[src/hdl/sds_pkg.sv]
// Shared types, constants and control structs of the SCAN disk scheduler.
`default_nettype none
package sds_pkg;

  localparam int MAX_BATCH  = 32;
  localparam int TRACK_BITS = 16;
  localparam int CNT_W      = $clog2(MAX_BATCH + 1);
  localparam int SEEK_W     = 22;
  localparam int SUM_W      = ((SEEK_W > TRACK_BITS) ? SEEK_W : TRACK_BITS) + 1;
  localparam int DT_W       = 17;
  localparam int WIDE_W     = 33;
  localparam int CFG_W      = 17;

  typedef logic [TRACK_BITS-1:0] track_t;
  typedef logic [CNT_W-1:0]      count_t;
  typedef logic [SEEK_W-1:0]     seek_t;
  typedef logic [1:0]            cfg_index_t;

  localparam seek_t  SEEK_MAX  = '1;
  localparam track_t TRACK_MAX = '1;
  localparam logic [DT_W-1:0] DISK_TRACKS_RESET = DT_W'(65536);

  localparam cfg_index_t CFG_HEAD   = 2'd0;
  localparam cfg_index_t CFG_TRACKS = 2'd1;
  localparam cfg_index_t CFG_SWEEP  = 2'd2;

  typedef enum logic [1:0] {
    OP_HOLD,
    OP_INSERT,
    OP_POP,
    OP_PUSH
  } chain_op_t;

  typedef struct packed {
    chain_op_t op;
    track_t    din;
  } chain_ctrl_t;

  typedef struct packed {
    count_t count;
    logic   empty;
    logic   full;
    track_t front;
  } chain_stat_t;

  typedef struct packed {
    logic   occ;
    logic   gt;
    track_t value;
  } cell_link_t;

endpackage
`default_nettype wire

[src/hdl/sds_cell.sv]
// One cell of a track chain: holds one track, shifts or inserts with its neighbors.
`default_nettype none
module sds_cell (
  input  wire logic                clk,
  input  wire sds_pkg::chain_ctrl_t ctrl,
  input  wire logic                occ,
  input  wire sds_pkg::cell_link_t left,
  input  wire sds_pkg::track_t     right_value,
  output sds_pkg::cell_link_t      link
);

  sds_pkg::track_t value;
  sds_pkg::track_t value_next;
  logic            gt;

  assign gt   = occ && (value > ctrl.din);
  assign link = '{occ: occ, gt: gt, value: value};

  always_comb begin
    value_next = value;
    unique case (ctrl.op)
      sds_pkg::OP_HOLD: value_next = value;
      sds_pkg::OP_INSERT: begin
        // first larger cell or first free cell takes the new track, the rest shift up
        if (gt || (!occ && left.occ)) begin
          value_next = left.gt ? left.value : ctrl.din;
        end
      end
      sds_pkg::OP_POP:  value_next = right_value;
      sds_pkg::OP_PUSH: value_next = left.value;
    endcase
  end

  always_ff @(posedge clk) begin
    value <= value_next;
  end

endmodule
`default_nettype wire

[src/hdl/sds_chain.sv]
// Row of track cells with an occupancy count: sorted insert, pop at the front, push.
`default_nettype none
module sds_chain (
  input  wire logic                 clk,
  input  wire logic                 rst,
  input  wire sds_pkg::chain_ctrl_t ctrl,
  output sds_pkg::chain_stat_t      stat
);

  sds_pkg::count_t                  count;
  sds_pkg::count_t                  count_next;
  logic [sds_pkg::MAX_BATCH-1:0]    occ;
  sds_pkg::cell_link_t              links [sds_pkg::MAX_BATCH];
  sds_pkg::cell_link_t              lefts [sds_pkg::MAX_BATCH];
  sds_pkg::track_t                  rights [sds_pkg::MAX_BATCH];
  logic                             full;
  logic                             empty;

  assign full  = (count == sds_pkg::count_t'(sds_pkg::MAX_BATCH));
  assign empty = (count == '0);
  assign stat  = '{count: count, empty: empty, full: full, front: links[0].value};

  for (genvar i = 0; i < sds_pkg::MAX_BATCH; i++) begin : g_cell
    assign occ[i] = (sds_pkg::count_t'(i) < count);
    if (i == 0) begin : g_first
      assign lefts[i] = '{occ: 1'b1, gt: 1'b0, value: ctrl.din};
    end else begin : g_mid
      assign lefts[i] = links[i-1];
    end
    if (i == sds_pkg::MAX_BATCH - 1) begin : g_last
      assign rights[i] = ctrl.din;
    end else begin : g_inner
      assign rights[i] = links[i+1].value;
    end
    sds_cell u_cell (
      .clk         (clk),
      .ctrl        (ctrl),
      .occ         (occ[i]),
      .left        (lefts[i]),
      .right_value (rights[i]),
      .link        (links[i])
    );
  end

  always_comb begin
    count_next = count;
    unique case (ctrl.op)
      sds_pkg::OP_HOLD: count_next = count;
      sds_pkg::OP_INSERT, sds_pkg::OP_PUSH: begin
        if (!full) begin
          count_next = count + sds_pkg::count_t'(1);
        end
      end
      sds_pkg::OP_POP: begin
        if (!empty) begin
          count_next = count - sds_pkg::count_t'(1);
        end
      end
    endcase
  end

  always_ff @(posedge clk) begin
    if (rst) begin
      count <= '0;
    end else begin
      count <= count_next;
    end
  end

endmodule
`default_nettype wire

[src/hdl/scan_disk_scheduler.sv]
// Top level of the SCAN disk scheduler: request chain, split stack and visit sequencer.
//
//   channel  | handshake               | fields
//   ---------+-------------------------+--------------------------------------------
//   in       | in_valid / in_stall     | request_track, last_request
//   out      | out_valid / out_stall   | visit_track, edge_visit, seek_so_far,
//            |                         | requests_dropped, last_visit
//   cfg      | cfg_we                  | cfg_index, cfg_data
//
// One request per cycle while in_stall is low; the sorted insert into the cell row
// settles in that cycle. After the last request, tracks move to the stack (below the
// head sweeping up, at or below it sweeping down), then the first sweep is visited, then
// the disk end unless the head is already there, then the second sweep; output stalls
// hold this. in_stall stays high until load resumes, after the final visit is
// registered. out_stall holds the output register. Synchronous reset, no clearing pass.
`default_nettype none
module scan_disk_scheduler (
  input  wire logic        clk,
  input  wire logic        rst,
  input  wire logic        in_valid,
  output logic             in_stall,
  input  wire logic [15:0] request_track,
  input  wire logic        last_request,
  output logic             out_valid,
  input  wire logic        out_stall,
  output logic [15:0]      visit_track,
  output logic             edge_visit,
  output logic [21:0]      seek_so_far,
  output logic             requests_dropped,
  output logic             last_visit,
  input  wire logic        cfg_we,
  input  wire sds_pkg::cfg_index_t cfg_index,
  input  wire logic [sds_pkg::CFG_W-1:0] cfg_data
);

  typedef enum logic [2:0] {
    S_LOAD,
    S_SPLIT,
    S_EMIT_A,
    S_EDGE,
    S_EMIT_B
  } state_t;

  state_t                      state;
  state_t                      state_next;
  logic [15:0]                 head_position;
  logic [sds_pkg::DT_W-1:0]    disk_tracks;
  logic                        sweep_up;
  logic                        overflow;
  sds_pkg::track_t             cur;
  sds_pkg::seek_t              seek;

  sds_pkg::chain_ctrl_t        main_ctrl;
  sds_pkg::chain_ctrl_t        stack_ctrl;
  sds_pkg::chain_stat_t        main_stat;
  sds_pkg::chain_stat_t        stack_stat;
  sds_pkg::chain_stat_t        a_stat;
  sds_pkg::chain_stat_t        b_stat;

  sds_pkg::track_t             head;
  sds_pkg::track_t             top;
  sds_pkg::track_t             target;
  logic [sds_pkg::WIDE_W-1:0]  tracks_m1;
  logic                        slot_free;
  logic                        to_stack;

  logic                        emit;
  sds_pkg::track_t             emit_track;
  logic                        emit_edge;
  logic                        emit_last;
  sds_pkg::track_t             move_dist;
  logic [sds_pkg::SUM_W-1:0]   seek_sum;
  sds_pkg::seek_t              seek_next;

  sds_chain u_main (
    .clk  (clk),
    .rst  (rst),
    .ctrl (main_ctrl),
    .stat (main_stat)
  );

  sds_chain u_stack (
    .clk  (clk),
    .rst  (rst),
    .ctrl (stack_ctrl),
    .stat (stack_stat)
  );

  assign head      = sds_pkg::track_t'(head_position);
  assign tracks_m1 = sds_pkg::WIDE_W'(disk_tracks) - sds_pkg::WIDE_W'(1);

  always_comb begin
    if (disk_tracks == '0) begin
      top = '0;
    end else if (tracks_m1 > sds_pkg::WIDE_W'(sds_pkg::TRACK_MAX)) begin
      top = sds_pkg::TRACK_MAX;
    end else begin
      top = sds_pkg::track_t'(tracks_m1);
    end
  end

  assign target    = sweep_up ? top : '0;
  assign a_stat    = sweep_up ? main_stat : stack_stat;
  assign b_stat    = sweep_up ? stack_stat : main_stat;
  assign slot_free = !out_valid || !out_stall;
  assign in_stall  = (state != S_LOAD);
  assign to_stack  = !main_stat.empty &&
                     (sweep_up ? (main_stat.front < head) : (main_stat.front <= head));

  assign move_dist = (emit_track > cur) ? (emit_track - cur) : (cur - emit_track);
  assign seek_sum  = sds_pkg::SUM_W'(seek) + sds_pkg::SUM_W'(move_dist);
  assign seek_next = (seek_sum > sds_pkg::SUM_W'(sds_pkg::SEEK_MAX)) ?
                     sds_pkg::SEEK_MAX : sds_pkg::seek_t'(seek_sum);

  always_comb begin
    state_next = state;
    main_ctrl  = '{op: sds_pkg::OP_HOLD, din: sds_pkg::track_t'(request_track)};
    stack_ctrl = '{op: sds_pkg::OP_HOLD, din: main_stat.front};
    emit       = 1'b0;
    emit_track = a_stat.front;
    emit_edge  = 1'b0;
    emit_last  = 1'b0;
    unique case (state)
      S_LOAD: begin
        if (in_valid) begin
          if (!main_stat.full) begin
            main_ctrl.op = sds_pkg::OP_INSERT;
          end
          if (last_request) begin
            state_next = S_SPLIT;
          end
        end
      end
      S_SPLIT: begin
        if (to_stack) begin
          main_ctrl.op  = sds_pkg::OP_POP;
          stack_ctrl.op = sds_pkg::OP_PUSH;
        end else begin
          state_next = S_EMIT_A;
        end
      end
      S_EMIT_A: begin
        if (a_stat.empty) begin
          state_next = S_EDGE;
        end else if (slot_free) begin
          emit       = 1'b1;
          emit_track = a_stat.front;
          emit_last  = (a_stat.count == sds_pkg::count_t'(1)) &&
                       (a_stat.front == target) && b_stat.empty;
          if (sweep_up) begin
            main_ctrl.op = sds_pkg::OP_POP;
          end else begin
            stack_ctrl.op = sds_pkg::OP_POP;
          end
        end
      end
      S_EDGE: begin
        if (cur == target) begin
          state_next = S_EMIT_B;
        end else if (slot_free) begin
          emit       = 1'b1;
          emit_track = target;
          emit_edge  = 1'b1;
          emit_last  = b_stat.empty;
          state_next = S_EMIT_B;
        end
      end
      S_EMIT_B: begin
        if (b_stat.empty) begin
          state_next = S_LOAD;
        end else if (slot_free) begin
          emit       = 1'b1;
          emit_track = b_stat.front;
          emit_last  = (b_stat.count == sds_pkg::count_t'(1));
          if (sweep_up) begin
            stack_ctrl.op = sds_pkg::OP_POP;
          end else begin
            main_ctrl.op = sds_pkg::OP_POP;
          end
        end
      end
      default: state_next = S_LOAD;
    endcase
  end

  always_ff @(posedge clk) begin
    if (rst) begin
      state         <= S_LOAD;
      head_position <= '0;
      disk_tracks   <= sds_pkg::DISK_TRACKS_RESET;
      sweep_up      <= 1'b1;
      overflow      <= 1'b0;
      cur           <= '0;
      seek          <= '0;
      out_valid     <= 1'b0;
    end else begin
      state <= state_next;
      if (cfg_we) begin
        unique case (cfg_index)
          sds_pkg::CFG_HEAD:   head_position <= cfg_data[15:0];
          sds_pkg::CFG_TRACKS: disk_tracks   <= cfg_data[sds_pkg::DT_W-1:0];
          sds_pkg::CFG_SWEEP:  sweep_up      <= cfg_data[0];
          default: ;
        endcase
      end
      if ((state == S_LOAD) && in_valid) begin
        if (main_stat.full) begin
          overflow <= 1'b1;
        end
        if (last_request) begin
          cur  <= head;
          seek <= '0;
        end
      end
      if ((state == S_EMIT_B) && b_stat.empty) begin
        overflow <= 1'b0;
      end
      if (emit) begin
        cur              <= emit_track;
        seek             <= seek_next;
        out_valid        <= 1'b1;
        visit_track      <= 16'(emit_track);
        edge_visit       <= emit_edge;
        seek_so_far      <= seek_next;
        requests_dropped <= overflow;
        last_visit       <= emit_last;
      end else if (!out_stall) begin
        out_valid <= 1'b0;
      end
    end
  end

endmodule
`default_nettype wire

[config.mk]
export PLATFORM = sky130hd
export DESIGN_NAME = scan_disk_scheduler
export DESIGN_NICKNAME = d
export VERILOG_FILES = /design/src/hdl/sds_pkg.sv /design/src/hdl/sds_cell.sv /design/src/hdl/sds_chain.sv /design/src/hdl/scan_disk_scheduler.sv
export SDC_FILE = /design/constraint.sdc
export NUM_CORES = 2
export LEC_CHECK = 0
export BUFFER_PORTS_ARGS = -buffer_cell sky130_fd_sc_hd__buf_4
export CAP_MARGIN = 10
export CELL_PAD_IN_SITES_DETAIL_PLACEMENT = 0
export CELL_PAD_IN_SITES_GLOBAL_PLACEMENT = 2
export CORE_MARGIN = 3
export CORE_UTILIZATION = 43
export DETAILED_ROUTE_END_ITERATION = 8
export HOLD_SLACK_MARGIN = 0.12
export PLACE_DENSITY_LB_ADDON = 0.1
export SLEW_MARGIN = 40
export SYNTH_ARGS = -nofsm -noshare
export SYNTH_HDL_FRONTEND = slang
export SYNTH_SLANG_ARGS = --single-unit
[constraint.sdc]
create_clock -name clk -period 9.75 [get_ports clk]
set_clock_uncertainty 0.05 [all_clocks]
set_input_delay 0.975 -clock clk [delete_from_list [all_inputs] [get_ports clk]]
set_output_delay 0.975 -clock clk [all_outputs]
set_load 0.02 [all_outputs]
==> metrics.txt <==
endpoints failing setup=0; initial antenna violation count=6; most used cell along the critical path=o21ai_0; clock slew at reported path FFs=0.06 ns; Hold Startpoint=cfg_data[7]; max cap viols=0; warnings from Yosys=0; top-count cell post-synth=ha_1; Rel. slew slack=38.6%; CTS Sinks=1154; CP max-delay cell=or3b_2; Tightest Pin Transition=0.911 ns; RSZ-0062 raised after global routing=no; Avg Cell Area, Syn=9.94 um2; gp weighted congestion=0.918; Top FF cell, synth=edfxtp_1; Cell Area, Synth=83000 um2; final setup margin=0.680 ns; first-pass GRT wire length=481 mm; fin util=47.9%; CP peak stage delay=0.58 ns; register area share after synthesis=40.7%; flops & latches, synth=1154; Critical Path RT=10.25 ns; top cells by area, synth=edfxtp_1 (39%), ha_1 (16%), mux2i_1 (6.9%); drt wl/cell=30.3 um; fraction of layout cells with a size suffix above 1=8.54%; Die X=445 um; I/O Pins=84; worst-path maximum fanout=21; CTS Root Cell=clkbuf_16; cell accounting for the most synthesized area=edfxtp_1; Via-to-Cell Ratio=6.40; DR DRC count=0; CP Class=reg -> reg; CP startpoint=disk_tracks[0]; die area=198000 um2; grt total ovfl=0; Num CTS Buffers=148; Synth cell types=89; Synth top cells by count=ha_1 (1081), edfxtp_1 (1065), a21oi_1 (853); largest net degree at the start of global routing=103; setup TNS=0 ns; CTS Hold Bufs=0; Routed Antenna Nets=0; Pre-antenna DRT Iters=9; Min-Delay Path Class=in -> reg; pwr dens=311 nW/um2; I/O Buffers=83; Post-synth EDFFs=1065; Synth-to-Final Area Change=10.2%; Clock Latency Late Sink=0.82 ns; peak supply drop=0.208 mV; CP startpoint kind=flip-flop; Cell Rows=160; Tot GR Track Use=32.5%; asr flop ratio synth=0%; Cells after Synth=8347; Initial Util=43.5%; dpl ws=0.230 ns; syn nets=9472; crit end category=flip-flop; maximum clock insertion buffer count=3; core box area=191000 um2; CTS tree=done; Max Slew Vio Count=0; Die Y=445 um; Reg-to-Reg Start=disk_tracks[0]; HPWL after DPL=239 mm; min cycle time layout=9.07 ns; Leakage=37.6 nW; Arr. time, crit path=9.57 ns; drt initial violations=7577; vias in the first global route=68500; top cell type's share of synthesized area=38.5%; # H-tree levels=4; routed wire length=331 mm; outcome=completed; Power, Total=0.0285 W; Fin. Hold Viols=0; final net count=9434; Vias=69900; final period utilization=93.0%; Fmax=110 MHz
-- cells in the final DEF (no fill, tap or decap), types with 16 or more instances in the layout --
cell       netlist  routed
ha_1          1081    1081
a21o_1         230     229
or2_2           16      16
a222oi_1       118     118
o21ai_1         19      31
mux2_2          43      43
nand2b_1        73      71
nor4_1          38      38
nand4_1        203     203
inv_1          416     386
nand3_1        123     122
o221ai_1       174     174
inv_2            0      29
clkinv_1         1      25
a22o_1          35      35
nor2b_1        107     104
xnor2_1         34      32
dfxtp_1         89      88
clkbuf_16        0     152
nand2_1        649     635
mux2i_1        574     574
o21ai_2          1      17
edfxtp_1      1065    1065
nor2_2           0      19
buf_4            5     288
o21ai_0        381     351
o22ai_1         44      44
clkbuf_1       425      36
a21oi_1        853     841
a31oi_1         30      30
nor2_1         781     753
clkinv_2         0      24
nor3_1          63      60
xor2_1          23      23
o21a_1         202     201
a221o_1        104     103
and2_1          20      18
a211oi_1        37      33
a22oi_1         24      24
-- area by class of cell --
cell class,count,area (um2)
antenna,1,2.50
clock buffer,191,3980
clock inverter,58,408
fill,18100,99500
inverter,418,1570
multi-input combinational,6288,46300
sequential,1154,33800
tap,2511,3140
timing repair buffer,299,2310
-- path summary, 6_finish.rpt --
path | to | slack (ns) | cells past startpoint
setup / recovery | seek_so_far[21] | 0.68 | 38
hold reg to reg | head[14] | 0.41 | 2
setup reg to reg | seek_so_far[21] | 0.68 | 38
hold / removal | disk_tracks[7] | 0.39 | 3
-- cell families after synthesis --
kind of cell             share of synthesized area (%)
AO/OA/AOI/OAI                                     19.0
AND/OR/NAND/NOR                                   11.7
flip-flops                                        40.7
adder cells (fa/ha/maj)                           16.4
buffers and inverters                             4.15
multiplexers                                      7.51
XOR/XNOR                                         0.602
-- flip-flops by register name, indices dropped and copies added, names as in the netlist, 3 cells and up --
register                     flops
cur                             16
disk_tracks                     17
head                            16
seek                            22
seek_so_far                     22
state                            3
u_main.count                     6
u_main.g_cell.u_cell.value     512
u_stack.count                    6
u_stack.g_cell.u_cell.value    512
visit_track                     16
-- layer usage --
metal / GRT usage (%) / vias up / share of wire (%)
met2: 50.5 / 2692 / 44
met5: 0 / - / 0.0042
met4: 12.4 / 2 / 4.2
met3: 4.92 / 546 / 6.8
met1: 45.7 / 35000 / 45
li1: - / 31700 / -
-- worst max-delay path, delay by kind of cell (launching register included) --
family                     cells  cell delay [ns]
buffers and inverters          7             1.13
adders and majority gates      3             0.90
xor gates and xnor gates       1             0.12
DFF                            1             0.38
muxes                          2             0.74
and+or+nand+nor                9             2.07
AOI/OAI and AO/OA             16             3.42
-- where the power goes --
group / total [W] / internal [W] / leakage, nW / switching, W
combinational: 0.0146 / 0.00525 / 25.1 / 0.00932
sequential: 0.00863 / 0.00750 / 10.3 / 0.00113
clock: 0.00525 / 0.00296 / 2.16 / 0.00229
-- what timing repair did --
item / in CTS / in global routing
gates resized for setup: 0 / 7
hold endpoints to repair: 0 / 0
setup endpoints to repair: 0 / 42
buffers inserted: 0 / 9
-- per-stage QoR --
step	hold WS [ns]	instance area, um2	std cells
5_1_grt	0.372	91500	10900
6_report	0.388	91500	10900
4_1_cts	0.329	91300	10900
3_3_place_gp	0.402	86600	10700
3_5_place_dp	0.405	86900	10700
2_1_floorplan	0.359	83000	8347
Note: power is estimated with default switching activity, not from simulation.
